==> src/rtl/ihw_pkg.sv <==
// Shared types, register indexes and character constants of the Intel HEX record writer.
`timescale 1ns / 1ps
`default_nettype none

package ihw_pkg;

    localparam int JOB_DEPTH_DEFAULT = 4;

    localparam logic [1:0] REG_BYTES_PER_ROW = 2'd0;
    localparam logic [1:0] REG_HEX_MODE      = 2'd1;
    localparam logic [1:0] REG_BASE_ADDRESS  = 2'd2;
    localparam logic [1:0] REG_EXPORT_LENGTH = 2'd3;

    localparam logic [1:0] MODE_I8  = 2'd0;
    localparam logic [1:0] MODE_I16 = 2'd1;

    localparam logic CMD_START = 1'b0;
    localparam logic CMD_DATA  = 1'b1;

    localparam logic [7:0]  DEFAULT_ROW = 8'd16;
    localparam logic [16:0] PAGE_SIZE   = 17'h10000;
    localparam logic [31:0] SEG_LIMIT   = 32'h0010FFF0;

    localparam logic [7:0] REC_DATA = 8'h00;
    localparam logic [7:0] REC_EOF  = 8'h01;
    localparam logic [7:0] REC_SEG  = 8'h02;
    localparam logic [7:0] REC_LIN  = 8'h04;
    localparam logic [7:0] EXT_LEN  = 8'h02;
    localparam logic [7:0] EOF_CS   = 8'hFF;

    localparam logic [7:0] CHAR_COLON   = 8'h3A;
    localparam logic [7:0] CHAR_NEWLINE = 8'h0A;
    localparam logic [7:0] CHAR_ZERO    = 8'h30;
    localparam logic [7:0] CHAR_A       = 8'h41;

    typedef struct packed {
        logic       cmd;
        logic [7:0] data_byte;
    } in_t;

    typedef struct packed {
        logic [7:0] text_char;
        logic       last_of_run;
        logic       overrun;
    } out_t;

    typedef struct packed {
        logic [7:0]  bytes_per_row;
        logic [1:0]  hex_mode;
        logic [31:0] base_address;
        logic [31:0] export_length;
    } cfg_t;

    typedef struct packed {
        logic        ovr;
        logic        ext;
        logic        ext_seg;
        logic [15:0] ext_val;
        logic [7:0]  ext_cs;
        logic        hdr;
        logic [7:0]  rec_len;
        logic [15:0] rec_addr;
        logic        dat;
        logic [7:0]  data;
        logic        trl;
        logic [7:0]  trl_cs;
        logic        eof;
    } job_t;

endpackage

`default_nettype wire

==> src/rtl/ihw_front.sv <==
// Front end: accepts commands and data bytes, tracks the export position and builds record jobs.
`timescale 1ns / 1ps
`default_nettype none

module ihw_front (
    input  wire logic           clk,
    input  wire logic           rst_n,
    input  wire logic           accept,
    input  wire ihw_pkg::in_t   item,
    input  wire ihw_pkg::cfg_t  cfg,
    output logic                job_push,
    output ihw_pkg::job_t       job
);

    logic [31:0] next_addr_reg, next_addr_next;
    logic [31:0] remaining_reg, remaining_next;
    logic [7:0]  rec_left_reg, rec_left_next;
    logic [7:0]  csum_reg, csum_next;
    logic        use_seg_reg, use_seg_next;
    logic        active_reg, active_next;
    logic        page_pending_reg, page_pending_next;

    logic [16:0] dist_page;
    logic [16:0] span;
    logic [7:0]  per_row;
    logic [7:0]  rem;
    logic        new_rec;
    logic [7:0]  rec_left_eff;
    logic [7:0]  rec_left_after;
    logic [7:0]  csum_base;
    logic [7:0]  csum_after;
    logic [7:0]  ext_type;
    logic [15:0] ext_val;

    always_comb
    begin
        dist_page = ihw_pkg::PAGE_SIZE - {1'b0, next_addr_reg[15:0]};
        span = (remaining_reg < {15'd0, dist_page}) ? remaining_reg[16:0] : dist_page;
        per_row = (cfg.bytes_per_row == 8'd0) ? ihw_pkg::DEFAULT_ROW : cfg.bytes_per_row;
        rem = (span < {9'd0, per_row}) ? span[7:0] : per_row;
        new_rec = (rec_left_reg == 8'd0);
        rec_left_eff = new_rec ? rem : rec_left_reg;
        rec_left_after = rec_left_eff - 8'd1;
        csum_base = new_rec ? (rem + next_addr_reg[15:8] + next_addr_reg[7:0]) : csum_reg;
        csum_after = csum_base + item.data_byte;
        ext_type = use_seg_reg ? ihw_pkg::REC_SEG : ihw_pkg::REC_LIN;
        ext_val = use_seg_reg ? next_addr_reg[19:4] : next_addr_reg[31:16];

        next_addr_next = next_addr_reg;
        remaining_next = remaining_reg;
        rec_left_next = rec_left_reg;
        csum_next = csum_reg;
        use_seg_next = use_seg_reg;
        active_next = active_reg;
        page_pending_next = page_pending_reg;
        job = '0;
        job_push = 1'b0;

        if (accept)
        begin
            if (item.cmd == ihw_pkg::CMD_START)
            begin
                next_addr_next = cfg.base_address;
                remaining_next = cfg.export_length;
                rec_left_next = 8'd0;
                csum_next = 8'd0;
                use_seg_next = (cfg.hex_mode == ihw_pkg::MODE_I16)
                    && (cfg.export_length < ihw_pkg::SEG_LIMIT);
                active_next = (cfg.export_length != 32'd0);
                page_pending_next = (cfg.export_length != 32'd0);
                job.eof = (cfg.export_length == 32'd0);
                job_push = (cfg.export_length == 32'd0);
            end
            else if (!active_reg)
            begin
                job.ovr = 1'b1;
                job_push = 1'b1;
            end
            else
            begin
                job_push = 1'b1;
                if (new_rec)
                begin
                    if (page_pending_reg || (next_addr_reg[15:0] == 16'd0))
                    begin
                        job.ext = (cfg.hex_mode != ihw_pkg::MODE_I8);
                        page_pending_next = 1'b0;
                    end
                    job.hdr = 1'b1;
                end
                job.ext_seg = use_seg_reg;
                job.ext_val = ext_val;
                job.ext_cs = 8'd0 - (ihw_pkg::EXT_LEN + ext_type + ext_val[15:8] + ext_val[7:0]);
                job.rec_len = rem;
                job.rec_addr = next_addr_reg[15:0];
                job.dat = 1'b1;
                job.data = item.data_byte;
                job.trl = (rec_left_after == 8'd0);
                job.trl_cs = 8'd0 - csum_after;
                job.eof = (remaining_reg == 32'd1);
                next_addr_next = next_addr_reg + 32'd1;
                remaining_next = remaining_reg - 32'd1;
                rec_left_next = rec_left_after;
                csum_next = csum_after;
                active_next = (remaining_reg != 32'd1);
            end
        end
    end

    always_ff @(posedge clk or negedge rst_n)
    begin
        if (!rst_n)
        begin
            next_addr_reg <= '0;
            remaining_reg <= '0;
            rec_left_reg <= '0;
            csum_reg <= '0;
            use_seg_reg <= 1'b0;
            active_reg <= 1'b0;
            page_pending_reg <= 1'b0;
        end
        else
        begin
            next_addr_reg <= next_addr_next;
            remaining_reg <= remaining_next;
            rec_left_reg <= rec_left_next;
            csum_reg <= csum_next;
            use_seg_reg <= use_seg_next;
            active_reg <= active_next;
            page_pending_reg <= page_pending_next;
        end
    end

endmodule

`default_nettype wire

==> src/rtl/ihw_job_fifo.sv <==
// Short queue of record jobs between the front end and the character sequencer.
`timescale 1ns / 1ps
`default_nettype none

module ihw_job_fifo #(
    parameter int DEPTH = ihw_pkg::JOB_DEPTH_DEFAULT
) (
    input  wire logic           clk,
    input  wire logic           rst_n,
    input  wire logic           wr_en,
    input  wire ihw_pkg::job_t  wr_job,
    input  wire logic           rd_en,
    output ihw_pkg::job_t       rd_job,
    output logic                full,
    output logic                nonempty
);

    localparam int PW = (DEPTH > 1) ? $clog2(DEPTH) : 1;
    localparam int CW = $clog2(DEPTH + 1);

    ihw_pkg::job_t   mem_reg [DEPTH];
    logic [PW-1:0]   wr_ptr_reg, wr_ptr_next;
    logic [PW-1:0]   rd_ptr_reg, rd_ptr_next;
    logic [CW-1:0]   count_reg, count_next;

    assign full = (count_reg == CW'(DEPTH));
    assign nonempty = (count_reg != '0);
    assign rd_job = mem_reg[rd_ptr_reg];

    always_comb
    begin
        wr_ptr_next = wr_ptr_reg;
        rd_ptr_next = rd_ptr_reg;
        count_next = count_reg;
        if (wr_en)
        begin
            wr_ptr_next = (wr_ptr_reg == PW'(DEPTH - 1)) ? '0 : wr_ptr_reg + PW'(1);
        end
        if (rd_en)
        begin
            rd_ptr_next = (rd_ptr_reg == PW'(DEPTH - 1)) ? '0 : rd_ptr_reg + PW'(1);
        end
        if (wr_en && !rd_en)
        begin
            count_next = count_reg + CW'(1);
        end
        else if (rd_en && !wr_en)
        begin
            count_next = count_reg - CW'(1);
        end
    end

    always_ff @(posedge clk)
    begin
        if (wr_en)
        begin
            mem_reg[wr_ptr_reg] <= wr_job;
        end
    end

    always_ff @(posedge clk or negedge rst_n)
    begin
        if (!rst_n)
        begin
            wr_ptr_reg <= '0;
            rd_ptr_reg <= '0;
            count_reg <= '0;
        end
        else
        begin
            wr_ptr_reg <= wr_ptr_next;
            rd_ptr_reg <= rd_ptr_next;
            count_reg <= count_next;
        end
    end

endmodule

`default_nettype wire

==> src/rtl/ihw_back.sv <==
// Back end: walks each record job and sends its text one character per beat.
`timescale 1ns / 1ps
`default_nettype none

module ihw_back (
    input  wire logic           clk,
    input  wire logic           rst_n,
    input  wire logic           job_avail,
    input  wire ihw_pkg::job_t  job_head,
    output logic                job_take,
    input  wire logic           pop,
    output logic                empty,
    output ihw_pkg::out_t       result
);

    typedef enum logic [2:0] {
        PH_OVR,
        PH_EXT,
        PH_HDR,
        PH_DAT,
        PH_TRL,
        PH_EOF
    } phase_t;

    phase_t          phase_reg;
    phase_t          next_ph;
    logic [3:0]      idx_reg;
    logic            busy_reg;
    ihw_pkg::job_t   job_reg;
    logic            out_valid_reg;
    ihw_pkg::out_t   out_reg;

    logic            adv;
    logic            phase_last;
    logic            job_done;
    logic            has_colon;
    logic            has_nl;
    logic [2:0]      nbytes;
    logic [3:0]      len_m1;
    logic [3:0]      h;
    logic [7:0]      b;
    logic [3:0]      nib;
    logic [7:0]      ch;

    function automatic phase_t first_phase(input ihw_pkg::job_t j);
        phase_t p;
        if (j.ovr)
        begin
            p = PH_OVR;
        end
        else if (j.ext)
        begin
            p = PH_EXT;
        end
        else if (j.hdr)
        begin
            p = PH_HDR;
        end
        else if (j.dat)
        begin
            p = PH_DAT;
        end
        else
        begin
            p = PH_EOF;
        end
        return p;
    endfunction

    function automatic logic [7:0] hex_digit(input logic [3:0] v);
        logic [7:0] c;
        if (v < 4'd10)
        begin
            c = ihw_pkg::CHAR_ZERO + {4'd0, v};
        end
        else
        begin
            c = ihw_pkg::CHAR_A + {4'd0, v} - 8'd10;
        end
        return c;
    endfunction

    assign empty = !out_valid_reg;
    assign result = out_reg;
    assign adv = busy_reg && (!out_valid_reg || pop);

    always_comb
    begin
        has_colon = 1'b0;
        has_nl = 1'b0;
        nbytes = 3'd0;
        len_m1 = 4'd0;
        next_ph = PH_EOF;
        job_done = 1'b1;
        b = 8'd0;
        h = idx_reg - {3'd0, has_colon};
        case (phase_reg)
            PH_OVR:
            begin
                job_done = 1'b1;
            end
            PH_EXT:
            begin
                has_colon = 1'b1;
                has_nl = 1'b1;
                nbytes = 3'd7;
                len_m1 = 4'd15;
                next_ph = PH_HDR;
                job_done = 1'b0;
            end
            PH_HDR:
            begin
                has_colon = 1'b1;
                nbytes = 3'd4;
                len_m1 = 4'd8;
                next_ph = PH_DAT;
                job_done = 1'b0;
            end
            PH_DAT:
            begin
                nbytes = 3'd1;
                len_m1 = 4'd1;
                next_ph = job_reg.trl ? PH_TRL : PH_EOF;
                job_done = !job_reg.trl && !job_reg.eof;
            end
            PH_TRL:
            begin
                has_nl = 1'b1;
                nbytes = 3'd1;
                len_m1 = 4'd2;
                next_ph = PH_EOF;
                job_done = !job_reg.eof;
            end
            PH_EOF:
            begin
                has_colon = 1'b1;
                has_nl = 1'b1;
                nbytes = 3'd5;
                len_m1 = 4'd11;
                job_done = 1'b1;
            end
            default:
            begin
                job_done = 1'b1;
            end
        endcase
        h = idx_reg - {3'd0, has_colon};
        case (phase_reg)
            PH_EXT:
            begin
                case (h[3:1])
                    3'd0: b = ihw_pkg::EXT_LEN;
                    3'd1: b = 8'd0;
                    3'd2: b = 8'd0;
                    3'd3: b = job_reg.ext_seg ? ihw_pkg::REC_SEG : ihw_pkg::REC_LIN;
                    3'd4: b = job_reg.ext_val[15:8];
                    3'd5: b = job_reg.ext_val[7:0];
                    default: b = job_reg.ext_cs;
                endcase
            end
            PH_HDR:
            begin
                case (h[3:1])
                    3'd0: b = job_reg.rec_len;
                    3'd1: b = job_reg.rec_addr[15:8];
                    3'd2: b = job_reg.rec_addr[7:0];
                    default: b = ihw_pkg::REC_DATA;
                endcase
            end
            PH_DAT:
            begin
                b = job_reg.data;
            end
            PH_TRL:
            begin
                b = job_reg.trl_cs;
            end
            PH_EOF:
            begin
                case (h[3:1])
                    3'd3: b = ihw_pkg::REC_EOF;
                    3'd4: b = ihw_pkg::EOF_CS;
                    default: b = 8'd0;
                endcase
            end
            default:
            begin
                b = 8'd0;
            end
        endcase
        phase_last = (idx_reg == len_m1);
        job_done = job_done && phase_last;
        nib = h[0] ? b[3:0] : b[7:4];
        if (phase_reg == PH_OVR)
        begin
            ch = 8'd0;
        end
        else if (has_colon && (idx_reg == 4'd0))
        begin
            ch = ihw_pkg::CHAR_COLON;
        end
        else if (has_nl && (h == {nbytes, 1'b0}))
        begin
            ch = ihw_pkg::CHAR_NEWLINE;
        end
        else
        begin
            ch = hex_digit(nib);
        end
        job_take = job_avail && (!busy_reg || (adv && job_done));
    end

    always_ff @(posedge clk or negedge rst_n)
    begin
        if (!rst_n)
        begin
            phase_reg <= PH_OVR;
            idx_reg <= '0;
            busy_reg <= 1'b0;
            job_reg <= '0;
            out_valid_reg <= 1'b0;
            out_reg <= '0;
        end
        else
        begin
            if (adv)
            begin
                out_reg.text_char <= ch;
                out_reg.last_of_run <= job_done;
                out_reg.overrun <= (phase_reg == PH_OVR);
                out_valid_reg <= 1'b1;
            end
            else if (pop)
            begin
                out_valid_reg <= 1'b0;
            end

            if (job_take)
            begin
                job_reg <= job_head;
                phase_reg <= first_phase(job_head);
                idx_reg <= '0;
                busy_reg <= 1'b1;
            end
            else if (adv)
            begin
                if (job_done)
                begin
                    busy_reg <= 1'b0;
                end
                else if (phase_last)
                begin
                    phase_reg <= next_ph;
                    idx_reg <= '0;
                end
                else
                begin
                    idx_reg <= idx_reg + 4'd1;
                end
            end
        end
    end

endmodule

`default_nettype wire

==> src/rtl/intel_hex_record_writer.sv <==
// Top level of the Intel HEX record writer: register file, front end, job queue and back end.
// The first character of an item passes the job queue and the back end's job and output registers
// on its way to the result port. The back end sends one character per cycle while jobs are queued
// and the receiver pops; a data byte is two characters, a record header nine, a checksum and newline
// three, an extended address record sixteen and the end-of-file record twelve; the job queue decouples the input.
// Reset clears all control state and loads the register reset values; there is no clearing pass.
`timescale 1ns / 1ps
`default_nettype none

module intel_hex_record_writer #(
    parameter int JOB_DEPTH = ihw_pkg::JOB_DEPTH_DEFAULT
) (
    input  wire logic           clk,
    input  wire logic           rst_n,
    input  wire logic           push,
    output logic                full,
    input  wire ihw_pkg::in_t   item,
    output logic                empty,
    input  wire logic           pop,
    output ihw_pkg::out_t       result,
    input  wire logic           cfg_we,
    input  wire logic [1:0]     cfg_index,
    input  wire logic [31:0]    cfg_data
);

    ihw_pkg::cfg_t  cfg_reg;
    ihw_pkg::job_t  front_job;
    ihw_pkg::job_t  head_job;
    logic           accept;
    logic           job_push;
    logic           job_take;
    logic           job_avail;

    assign accept = push && !full;

    always_ff @(posedge clk or negedge rst_n)
    begin
        if (!rst_n)
        begin
            cfg_reg.bytes_per_row <= ihw_pkg::DEFAULT_ROW;
            cfg_reg.hex_mode <= ihw_pkg::MODE_I8;
            cfg_reg.base_address <= '0;
            cfg_reg.export_length <= '0;
        end
        else if (cfg_we)
        begin
            case (cfg_index)
                ihw_pkg::REG_BYTES_PER_ROW: cfg_reg.bytes_per_row <= cfg_data[7:0];
                ihw_pkg::REG_HEX_MODE:      cfg_reg.hex_mode <= cfg_data[1:0];
                ihw_pkg::REG_BASE_ADDRESS:  cfg_reg.base_address <= cfg_data;
                ihw_pkg::REG_EXPORT_LENGTH: cfg_reg.export_length <= cfg_data;
                default:                    cfg_reg.export_length <= cfg_reg.export_length;
            endcase
        end
    end

    ihw_front u_front (
        .clk      (clk),
        .rst_n    (rst_n),
        .accept   (accept),
        .item     (item),
        .cfg      (cfg_reg),
        .job_push (job_push),
        .job      (front_job)
    );

    ihw_job_fifo #(
        .DEPTH (JOB_DEPTH)
    ) u_job_fifo (
        .clk      (clk),
        .rst_n    (rst_n),
        .wr_en    (job_push),
        .wr_job   (front_job),
        .rd_en    (job_take),
        .rd_job   (head_job),
        .full     (full),
        .nonempty (job_avail)
    );

    ihw_back u_back (
        .clk       (clk),
        .rst_n     (rst_n),
        .job_avail (job_avail),
        .job_head  (head_job),
        .job_take  (job_take),
        .pop       (pop),
        .empty     (empty),
        .result    (result)
    );

endmodule

`default_nettype wire

==> config.mk <==
export PLATFORM = sky130hd
export DESIGN_NAME = intel_hex_record_writer
export DESIGN_NICKNAME = d
export VERILOG_FILES = /design/src/rtl/ihw_pkg.sv /design/src/rtl/ihw_front.sv /design/src/rtl/ihw_job_fifo.sv /design/src/rtl/ihw_back.sv /design/src/rtl/intel_hex_record_writer.sv
export SDC_FILE = /design/constraint.sdc
export NUM_CORES = 1
export LEC_CHECK = 0
export ABC_AREA = 0
export BUFFER_PORTS_ARGS = -buffer_cell sky130_fd_sc_hd__buf_4
export CORE_ASPECT_RATIO = 0.7
export CORE_UTILIZATION = 40
export CTS_CLUSTER_DIAMETER = 40
export DETAILED_ROUTE_END_ITERATION = 12
export GPL_ROUTABILITY_DRIVEN = 0
export HOLD_SLACK_MARGIN = 0.12
export PLACE_DENSITY = 0.63
export SLEW_MARGIN = 20
export SYNTH_ARGS = -nofsm -noshare
export SYNTH_HDL_FRONTEND = slang
export SYNTH_SLANG_ARGS = --single-unit
==> constraint.sdc <==
create_clock -name clk -period 10.2 [get_ports clk]
set_clock_uncertainty 0.2 [all_clocks]
set_input_delay 2.04 -clock clk [delete_from_list [all_inputs] [get_ports clk]]
set_output_delay 2.04 -clock clk [all_outputs]
set_load 0.02 [all_outputs]
==> Word-level counts from Yosys, hierarchy flattened <==
Memories as Yosys holds them, arrays and structs flattened.
Cells that the tools add are included.
{ "op_classes": {"add_sub_neg": 21, "n_eq_ne": 25, "muxes": 71, "n_lt_le_gt_ge": 4, "bitwise": 1, "n_reduce_logical": 53} }
{ "op_table": {"columns": ["op", "n"], "rows": [
  ["70-bit two-way mux", 2],
  ["32-bit two-way mux", 4],
  ["8-bit two-way mux", 12],
  ["8-bit one-hot mux with 5 select lines", 2],
  ["71-bit two-way mux", 1],
  ["8-bit adder", 5],
  ["3-bit two-way mux", 12],
  ["32-bit by 1-bit adder with 32-bit output (second input constant)", 1],
  ["32-bit by 1-bit equality test with 1-bit output (second input constant)", 1],
  ["32-bit logical NOT", 1],
  ["32-bit by 17-bit < comparator with 1-bit output", 1],
  ["32-bit by 21-bit < comparator with 1-bit output (second input constant)", 1],
  ["32-bit by 1-bit inequality test with 1-bit output (second input constant)", 1],
  ["32-bit nonzero test", 1],
  ["32-bit by 1-bit subtractor with 32-bit output (second input constant)", 1],
  ["8-bit logical NOT", 3],
  ["8-bit one-hot mux with 3 select lines", 1],
  ["1-bit two-way mux", 23],
  ["4-bit two-way mux", 5],
  ["4-bit one-hot mux with 5 select lines", 1],
  ["17-bit by 8-bit < comparator with 1-bit output", 1],
  ["17-bit two-way mux", 1],
  ["17-bit by 16-bit subtractor with 17-bit output (first input constant)", 1],
  ["16-bit logical NOT", 1],
  ["40 further kinds", 92]
]} }
{ "word_totals": {"register_bits": 250, "n_memories": 1, "elab_cells": 206, "out_inout_bits": 12, "ram_bits": 284} }
{ "memory_table": {"columns": ["name", "depth", "word_bits", "rd", "rd_clocked_by_memory_dff", "wr", "line_no", "rtl"], "rows": [
  ["u_job_fifo.mem_reg", 4, 71, 1, 0, 1, "ihw_job_fifo.sv:21", "ihw_pkg::job_t mem_reg [DEPTH];"]
]} }

==> Logic depth before layout (Yosys ltp) <==
Gate-level depths: netlist of run 1.
{ "logic_depth": {"depth_word": 15, "ltp_mapped": 42, "ltp_nobuf": 40} }

==> Modules after synthesis <==
From an unflattened synthesis of run 1, not the netlist that was laid out.
{ "hier_totals": {"cells_unflattened": 2182, "hier_area_um2": 27182.3} }
{ "by_module_without_submodules": {"columns": ["mod", "area_per_inst_um2", "cells_per_inst", "seq_area_each_um2", "n_inst"], "rows": [
  ["ihw_job_fifo", 10735.3, 408, 8703.3, 1],
  ["ihw_front", 8197.9, 1073, 2077.0, 1],
  ["ihw_back", 5460.2, 542, 2127.0, 1],
  ["intel_hex_record_writer", 2788.9, 159, 1853.0, 1]
]} }

==> Worst setup path after synthesis of run 1 <==
OpenSTA, ideal clock, no wires.
{ "synth_timing": {"path_kind": "register to register", "start": "register u_front.next_addr_reg[0]", "end": "memory u_job_fifo.mem_reg[0][8] (netlist bit) (data pin)", "path_buffers": 3, "period_less_slack_ps": 8935, "arrival_ps": 8556, "t_required_ps": 9821, "path_stages_with_launch": 40, "setup_ps": 179, "setup_slack_ps": 1265, "cell_sequence": "dfrtp_1 > clkbuf_1 > inv_2 > ha_1 > or4b_1 > clkbuf_1 > nor3_1 > nand3_1 > xnor2_1 > ha_1 > nand4_1 > o22ai_1 > a2111o_1 > o31a_1 > nor2_1 > o21ai_0 > ha_1 > a21oi_1 > [... 4 more ...] > and2_4 > buf_6 > a21oi_1 > fa_1 > ha_1 > fa_1 > nand2_1 > nand2_1 > ha_1 > a21oi_1 > o21bai_1 > a21oi_1 > o21bai_1 > a21oi_1 > xnor2_1 > and4_1 > or3_1 > a21oi_1"} }
{ "synth_rtl": {"columns": ["element", "line_no", "rtl"], "rows": [
  ["start: declaration", "ihw_front.sv:15", "logic [31:0] next_addr_reg, next_addr_next;"],
  ["start signal: assignment", "ihw_front.sv:124", "next_addr_reg <= next_addr_next;"],
  ["end: declaration", "ihw_job_fifo.sv:21", null]
]} }

==> results.env, run 1 <==
RUN_STATUS='completed'
NETSWITCHINGFRACTION=0.388
FINALWIRELENGTH_MM=66.5
SHARE_SEQ_OF_TOTAL_POWER=0.362
SYNTHMOSTINSTANTIATEDCELL='sky130_fd_sc_hd__edfxtp_1'
POST_DRT_VIA_CELL_RATIO=5.83
AREA_GROWTH_SYN_TO_LAYOUT_PCT=13.9
GRT_OVERFLOW_TOTAL=0
PLACEMENTROWS=77
CLKSINKCOUNT=533
MAXIMUM_NUMBER_OF_PINS_ON_ONE_NET_BEFORE_GLOBAL_ROUTE_REPAIR=75
MAX-CAP-VIOLATIONS=0
WORST-ENDPOINT-ARRIVAL_NS=9.84
WORSTSETUPENDPOINTTYPE='flop'
REG2REG_SETUP_SLACK_NS=0.59
DETAILROUTE.VIA_COUNT=17191
SETUP_VIOL=0
WORST-ENDPOINT-REQUIRED_NS=10.44
FINISH.UTILIZATION=0.462
GRT_ANTENNA_BEFORE_REPAIR=0
CP-START-KIND='flop'
P_PER_AREA_nW_PER_UM2=313
RSZ_0062_RAISED_AFTER_GLOBAL_ROUTING='no'
SYNTHDOMINANTAREACELLTYPE='sky130_fd_sc_hd__edfxtp_1'
NUMCTSBUFFERS=61
PLACEMENT.IO_BUFFERS=58
SYNTH.DISTINCT_CELLS=80
R2R_CELLS=36
PATH_MAX_FANOUT=10
POSTSYNTHCELLCOUNT=2022
LAYOUT_CELL_SHARE_WITH_DRIVE_STRENGTH_BEYOND_1=0.218
P_CLK_FRAC=0.250
CLK-INSERTION-DELAY-LATE_NS=0.63
CTS.REPORTEDPATHS.CLKPINSLEW_NS=0.06
CRIT_PATH_START='u_front.next_addr_reg[0]'
CLK_PATH_BUF_DEPTH=3
TIMING.CRITICAL_PATH.SLOWEST_CELL_DELAY_NS=0.55
TIMING.SETUP.CRITICAL_PATH_CLASS='reg2reg'
TIMING.MAX_SLEW.REL_SLACK=0.259
DRTITER0DRC=1810
ROUTE.DETAILED.DRC=0
SYNTH_SEQ_AREA_SHARE=0.575
GRT_PASS1_WL_MM=104
VIAS_IN_THE_FIRST_GLOBAL_ROUTE=17145
POST_CTS_HOLD_BUFFER_COUNT=0
DIE_X_UM=305
START_UTIL=0.406
TIGHTESTPINTRANSITION_NS=1.11
CTS_TREE='yes'
WORST_MIN_DELAY_PATH_CATEGORY='reg2reg'
BUFFER_CELL_DRIVING_THE_CLOCK_TREE_ROOT='sky130_fd_sc_hd__clkbuf_16'
COMB_POWER_SHARE=0.388
WORST_HOLD_STARTPOINT='u_front.csum_reg[7]'
SYNTH.CELL_AREA_UM2=25700
TOTAL_ITERATIONS_OF_THE_FIRST_DETAILED_ROUTING_RUN=6
FINAL_WORST_PATH_CYCLE_SHARE=0.942
SYNTH_ENABLE_FLOP_CELLS=284
HPWL_REPORTED_AT_THE_END_OF_DETAILED_PLACEMENT_MM=44.0
ROUTEDWLPERCELL_UM=22.6
TOTAL_NUMBER_OF_NETS_IN_THE_FINAL_DESIGN=2190
DRTANTENNAVIOLNETS=0
FINALSETUPTNS_NS=0
LEAKAGE_nW=11.1
DESIGN_POWER_TOTAL_W=0.00914
TOP_POST_SYNTHESIS_CELLS_BY_COUNT='sky130_fd_sc_hd__edfxtp_1 (284), sky130_fd_sc_hd__dfrtp_1 (248), sky130_fd_sc_hd__mux2_2 (151), sky130_fd_sc_hd__nand2_1 (133), sky130_fd_sc_hd__nor2_1 (122)'
WORST_R2R_STARTPOINT='u_front.next_addr_reg[0]'
POWER.SWITCHING_W=0.00354
CHIPHEIGHT_UM=214
YOSYSWARNINGCOUNT=0
SYNTH_SEQ_CELLS=533
CELLINTERNALPOWER_W=0.00560
DIEAREA_UM2=65200
SETUP_SLACK_NS=0.592
GLOBAL_ROUTE.USAGE.TOTAL=0.206
POST_SYNTH.CELL_AREA_AVG_UM2=12.7
CTS.HTREE.LEVELS=2
LIBRARY_CELL_CONTRIBUTING_THE_LARGEST_SINGLE_DELAY_ON_THE_CRITICAL_PATH='sky130_fd_sc_hd__or4b_4'
SYN_NETS=2147
FINAL-INSTANCE-COUNT-EXCL-FILL=2947
PLACED_CELLS_INCL_TAPS=2830
FINAL_MAX_SLEW_VIOL_COUNT=0
WHS_ENDPOINT='u_front.csum_reg[7]'
ANTENNADIODECOUNT=0
SYNTH_TOP_CELL_AREA_SHARE=0.332
CLOCK.FMAX_MHz=104
TIMING.RR.END='u_job_fifo.mem_reg[1][8]'
TOP_PORTS=60
FINAL_PERIOD_MINUS_WORST_SETUP_SLACK_NS=9.61
WHS_PATH_DEPTH=2
ASYNC_FLOP_SHARE=0.467
TIMING.FINAL.HOLD_VIOLATIONS=0
VDD_IR_DROP_MAX_V=0.000158
YOSYS_MOST_USED_DFF='sky130_fd_sc_hd__edfxtp_1'
FLOORPLAN.CORE_AREA_UM2=63300
DPL_WS_NS=0.306
LARGEST_REG_FLOPS=284
SYNTH_TOP_CELLS_BY_AREA='sky130_fd_sc_hd__edfxtp_1 (33%), sky130_fd_sc_hd__dfrtp_1 (24%), sky130_fd_sc_hd__mux2_2 (6.6%)'
==> per-layer routing <==
metal | vias up | wire length (um) | track usage
met1 | 8762 | 31400 | 0.316
met4 | 0 | 995 | 0.0412
met3 | 86 | 5050 | 0.0369
li1 | 7721 | - | -
met5 | - | 0 | 0
met2 | 622 | 29100 | 0.305
==> worst max-delay path: cells and delay by family, from the launching register on <==
family	cells	cell delay, ns
flip-flops	1	0.47
adder cells (fa/ha/maj)	7	2.33
AO/OA/AOI/OAI	13	3.06
XOR/XNOR	3	0.36
buffers and inverters	2	0.29
AND/OR/NAND/NOR	11	2.68
==> power groups by stage <==
stage / combinational [W] / clock, W / sequential [W]
global placement: 0.00341 / 0 / 0.00331
finish: 0.00355 / 0.00228 / 0.00331
detailed placement: 0.00349 / 0 / 0.00333
floorplan: 0.00266 / 0 / 0.00306
global route: 0.00391 / 0.00242 / 0.00337
CTS: 0.00351 / 0.00232 / 0.00329
==> layout make-up <==
type | count | area (um2)
inverter | 74 | 278
clock inverter | 36 | 428
tap | 829 | 1040
fill | 5583 | 34100
multi-input combinational | 1304 | 10300
clock buffer | 80 | 1700
sequential | 533 | 14800
timing repair buffer | 91 | 703
==> repair_timing <==
item | 4_1_cts | 5_1_grt
resized for setup | 0 | 11
buffers inserted | 0 | 0
endpoints found under the setup margin | 0 | 13
==> cell families (layout without fill, tap and decap cells) <==
kind of cell    Yosys count  after routing  share of synthesized area
xor+xnor                 49             49                     0.0170
flops                   533            533                      0.575
compound gates          393            393                     0.0950
buf+inv                 185            281                     0.0278
mux                     261            261                      0.144
other cells               1              1                   0.000146
fa+ha+maj                77             77                     0.0408
simple gates            523            523                      0.100
==> metrics by stage <==
stage	cell area, um2	hold slack [ns]
6_report	29200	0.291
5_1_grt	29200	0.324
4_1_cts	29100	0.294
3_5_place_dp	27000	0.280
3_3_place_gp	27000	0.263
2_1_floorplan	25700	0.250
==> cells in the final DEF (no fill, tap or decap), types with 60 or more instances in the layout <==
master                      instances
sky130_fd_sc_hd__a21oi_1          108
sky130_fd_sc_hd__buf_4             89
sky130_fd_sc_hd__clkbuf_16         63
sky130_fd_sc_hd__dfrtp_1          246
sky130_fd_sc_hd__edfxtp_1         284
sky130_fd_sc_hd__ha_1              66
sky130_fd_sc_hd__inv_1             70
sky130_fd_sc_hd__mux2_2           151
sky130_fd_sc_hd__mux4_2            71
sky130_fd_sc_hd__nand2_1          132
sky130_fd_sc_hd__nand3_1           70
sky130_fd_sc_hd__nor2_1           120
sky130_fd_sc_hd__o21ai_0           95
sky130_fd_sc_hd__o22ai_1           60
==> worst max-delay path by stage <==
stage	end	slack, ns
after global placement	u_job_fifo.mem_reg[2][8]	0.69
after global routing	u_job_fifo.mem_reg[3][8]	0.08
after detailed placement	u_job_fifo.mem_reg[1][8]	0.31
final	u_job_fifo.mem_reg[1][8]	0.59
after CTS	u_job_fifo.mem_reg[1][8]	0.28
after floorplan	u_job_fifo.mem_reg[0][8]	1.26
Note: power is estimated with default switching activity, not from simulation.
==> inputs of run 2 (changes only) <==
- CTS_BUF_LIST: default -> sky130_fd_sc_hd__clkbuf_8
==> run 2 against run 1 <==
Global-route usage is 0.18 points higher. Total power is 3.9% lower. Final cell count grew 1.4%. Sequential share of layout area rose by 0.66 points. Die area did not move. Critical path depth unchanged. Count of clock-buffer cells in the layout up 12. Clock power is 15% lower. Combinational power about the same. Sequential power hardly changed. Critical path type unchanged.
==> results.env, run 2 (same netlist as run 1, synthesis figures left out) <==
RUN_STATUS='completed'
CLKSINKCOUNT=533
FILLERS=5631
WORST_MIN_DELAY_PATH_CATEGORY='reg2reg'
FINISH.UTILIZATION=0.456
DIE_X_UM=305
WORSTSETUPENDPOINTTYPE='flop'
LAYOUT_CELL_SHARE_WITH_DRIVE_STRENGTH_BEYOND_1=0.218
FINAL_PERIOD_MINUS_WORST_SETUP_SLACK_NS=9.65
ROUTE.DETAILED.DRC=0
GRT_ANTENNA_BEFORE_REPAIR=1
CTS.REPORTEDPATHS.CLKPINSLEW_NS=0.06
CELL_AREA_AFTER_LAYOUT_UM2=28900
WORST-ENDPOINT-REQUIRED_NS=10.48
FINALWIRELENGTH_MM=67.1
CTS_TREE='yes'
CLK_PATH_BUF_DEPTH=3
LAYOUT.CELLS.MOST_COMMON_LIST='sky130_fd_sc_hd__edfxtp_1 (284), sky130_fd_sc_hd__dfrtp_1 (246), sky130_fd_sc_hd__mux2_2 (151)'
BUFFER_CELL_DRIVING_THE_CLOCK_TREE_ROOT='sky130_fd_sc_hd__clkbuf_8'
TOP_PORTS=60
TIMING.FINAL.HOLD_VIOLATIONS=0
MAXIMUM_NUMBER_OF_PINS_ON_ONE_NET_BEFORE_GLOBAL_ROUTE_REPAIR=75
LARGEST_REG_FLOPS=284
GLOBAL_ROUTE.USAGE.TOTAL=0.208
LIBRARY_CELL_CONTRIBUTING_THE_LARGEST_SINGLE_DELAY_ON_THE_CRITICAL_PATH='sky130_fd_sc_hd__or4b_4'
TIMING.CRITICAL_PATH.SLOWEST_CELL_DELAY_NS=0.54
SETUP_VIOL=0
NUMCTSBUFFERS=84
FLOORPLAN.CORE_AREA_UM2=63300
DIEAREA_UM2=65200
PATH_MAX_FANOUT=10
DRTITER0DRC=1802
PLACEMENT.IO_BUFFERS=58
DETAILROUTE.VIA_COUNT=17357
POST_DRT_VIA_CELL_RATIO=5.81
P_PER_AREA_nW_PER_UM2=304
HPWL_REPORTED_AT_THE_END_OF_DETAILED_PLACEMENT_MM=44.0
CTS.HTREE.LEVELS=3
TOTAL_ITERATIONS_OF_THE_FIRST_DETAILED_ROUTING_RUN=5
GRT_PASS1_WL_MM=104
FINAL-INSTANCE-COUNT-EXCL-FILL=2987
START_UTIL=0.406
PLACED_CELLS_INCL_TAPS=2830
WORST-ENDPOINT-ARRIVAL_NS=9.93
CLK-INSERTION-DELAY-LATE_NS=0.69
CLOCK.FMAX_MHz=104
TOTAL_NUMBER_OF_NETS_IN_THE_FINAL_DESIGN=2212
PLACEMENTROWS=77
MAX-CAP-VIOLATIONS=0
DRTANTENNAVIOLNETS=0
FINALHOLDWORSTSLACK_NS=0.290
TIMING.MAX_SLEW.REL_SLACK=0.245
LEAKAGE_nW=11.1
TIMING.SETUP.CRITICAL_PATH_CLASS='reg2reg'
AREA_GROWTH_SYN_TO_LAYOUT_PCT=12.4
FINALSETUPTNS_NS=0
FINAL_MAX_SLEW_VIOL_COUNT=0
ROUTEDWLPERCELL_UM=22.5
CHIPHEIGHT_UM=214
TIGHTESTPINTRANSITION_NS=1.13
LAYOUT.AREA.SEQ_UM2=14800
RSZ_0062_RAISED_AFTER_GLOBAL_ROUTING='no'
FINAL_WORST_PATH_CYCLE_SHARE=0.946
PLACED_CELL_AREA_UM2=27000
TOTAL_AREA_OF_MULTI_INPUT_COMBINATIONAL_CELLS_UM2=10300
VIAS_IN_THE_FIRST_GLOBAL_ROUTE=17290
VDD_IR_DROP_MAX_V=0.000136
GRT_OVERFLOW_TOTAL=0
CP-START-KIND='flop'
MOSTFREQUENTLAYOUTCELL='sky130_fd_sc_hd__edfxtp_1'
## run 2: cell types whose count changed in the layout (fill, tap and decap cells not counted), moves of 2 or more
| cell | change |
|---|---|
| sky130_fd_sc_hd__clkinvlp_4 | -4 |
| sky130_fd_sc_hd__clkinv_4 | -5 |
| sky130_fd_sc_hd__clkbuf_1 | -11 |
| sky130_fd_sc_hd__clkinv_1 | +7 |
| sky130_fd_sc_hd__clkbuf_16 | -63 |
| sky130_fd_sc_hd__inv_4 | -2 |
| sky130_fd_sc_hd__inv_1 | +35 |
| sky130_fd_sc_hd__bufinv_16 | +2 |
| sky130_fd_sc_hd__clkinv_2 | -2 |
| sky130_fd_sc_hd__inv_6 | -2 |
| sky130_fd_sc_hd__clkbuf_8 | +86 |
## run 2: worst max-delay path: cells and delay by family (launching register included)
kind                       cells  cell delay [ns]
buffers and inverters          2             0.29
AOI/OAI and AO/OA             13             3.08
and+or+nand+nor               11             2.62
DFF                            1             0.47
adders and majority gates      7             2.32
xor gates and xnor gates       3             0.44
## run 2: area by class of cell
class                      count  share of cell area
clock buffer                  92              0.0439
tap                          829              0.0360
sequential                   533               0.512
timing repair buffer          90              0.0237
clock inverter                64              0.0174
antenna                        1           0.0000867
multi-input combinational   1304               0.358
inverter                      74             0.00963
## run 2: per-stage QoR
| stage | setup slack (ns) | power (W) |
|---|---|---|
| after floorplan | 1.26 | 0.00572 |
| after global placement | 0.691 | 0.00672 |
| after detailed placement | 0.306 | 0.00683 |
| after CTS | 0.265 | 0.00878 |
| after global routing | 0.0432 | 0.00935 |
| final | 0.554 | 0.00878 |
## run 2: worst paths after layout
| check | startpoint | end | slack, ns | cells after the start |
|---|---|---|---|---|
| worst max register to register | u_front.next_addr_reg[0] | u_job_fifo.mem_reg[1][8] | 0.55 | 36 |
| min in group asynchronous | rst_n | u_front.rec_left_reg[5] | 1.12 | 1 |
| worst min register to register | u_front.csum_reg[0] | u_front.csum_reg[0] | 0.29 | 1 |
| worst max-delay path | u_front.next_addr_reg[0] | u_job_fifo.mem_reg[1][8] | 0.55 | 36 |
| max in group asynchronous | rst_n | u_job_fifo.rd_ptr_reg[0] | 7.16 | 2 |
| worst min-delay path | u_front.csum_reg[0] | u_front.csum_reg[0] | 0.29 | 1 |
## run 2: metal layers
metal	part of all wire	vias to the layer above	GRT usage	routed length (um)
li1	-	7787	-	-
met1	0.46	8817	0.308	30800
met2	0.44	668	0.305	29400
met3	0.085	85	0.0497	5710
met4	0.016	0	0.0530	1080
met5	0	-	0	0
## run 2: what timing repair did
item                       CTS  global route
resized for setup            0            11
hold buffers                 0             0
setup buffers                0             0
setup endpoints to repair    0            17
## run 2: where the power goes
group          switching, W  internal, W  total, W
Sequential         0.000534      0.00278   0.00331
Combinational       0.00207      0.00148   0.00354
Clock              0.000884      0.00104   0.00193
Total               0.00348      0.00530   0.00878
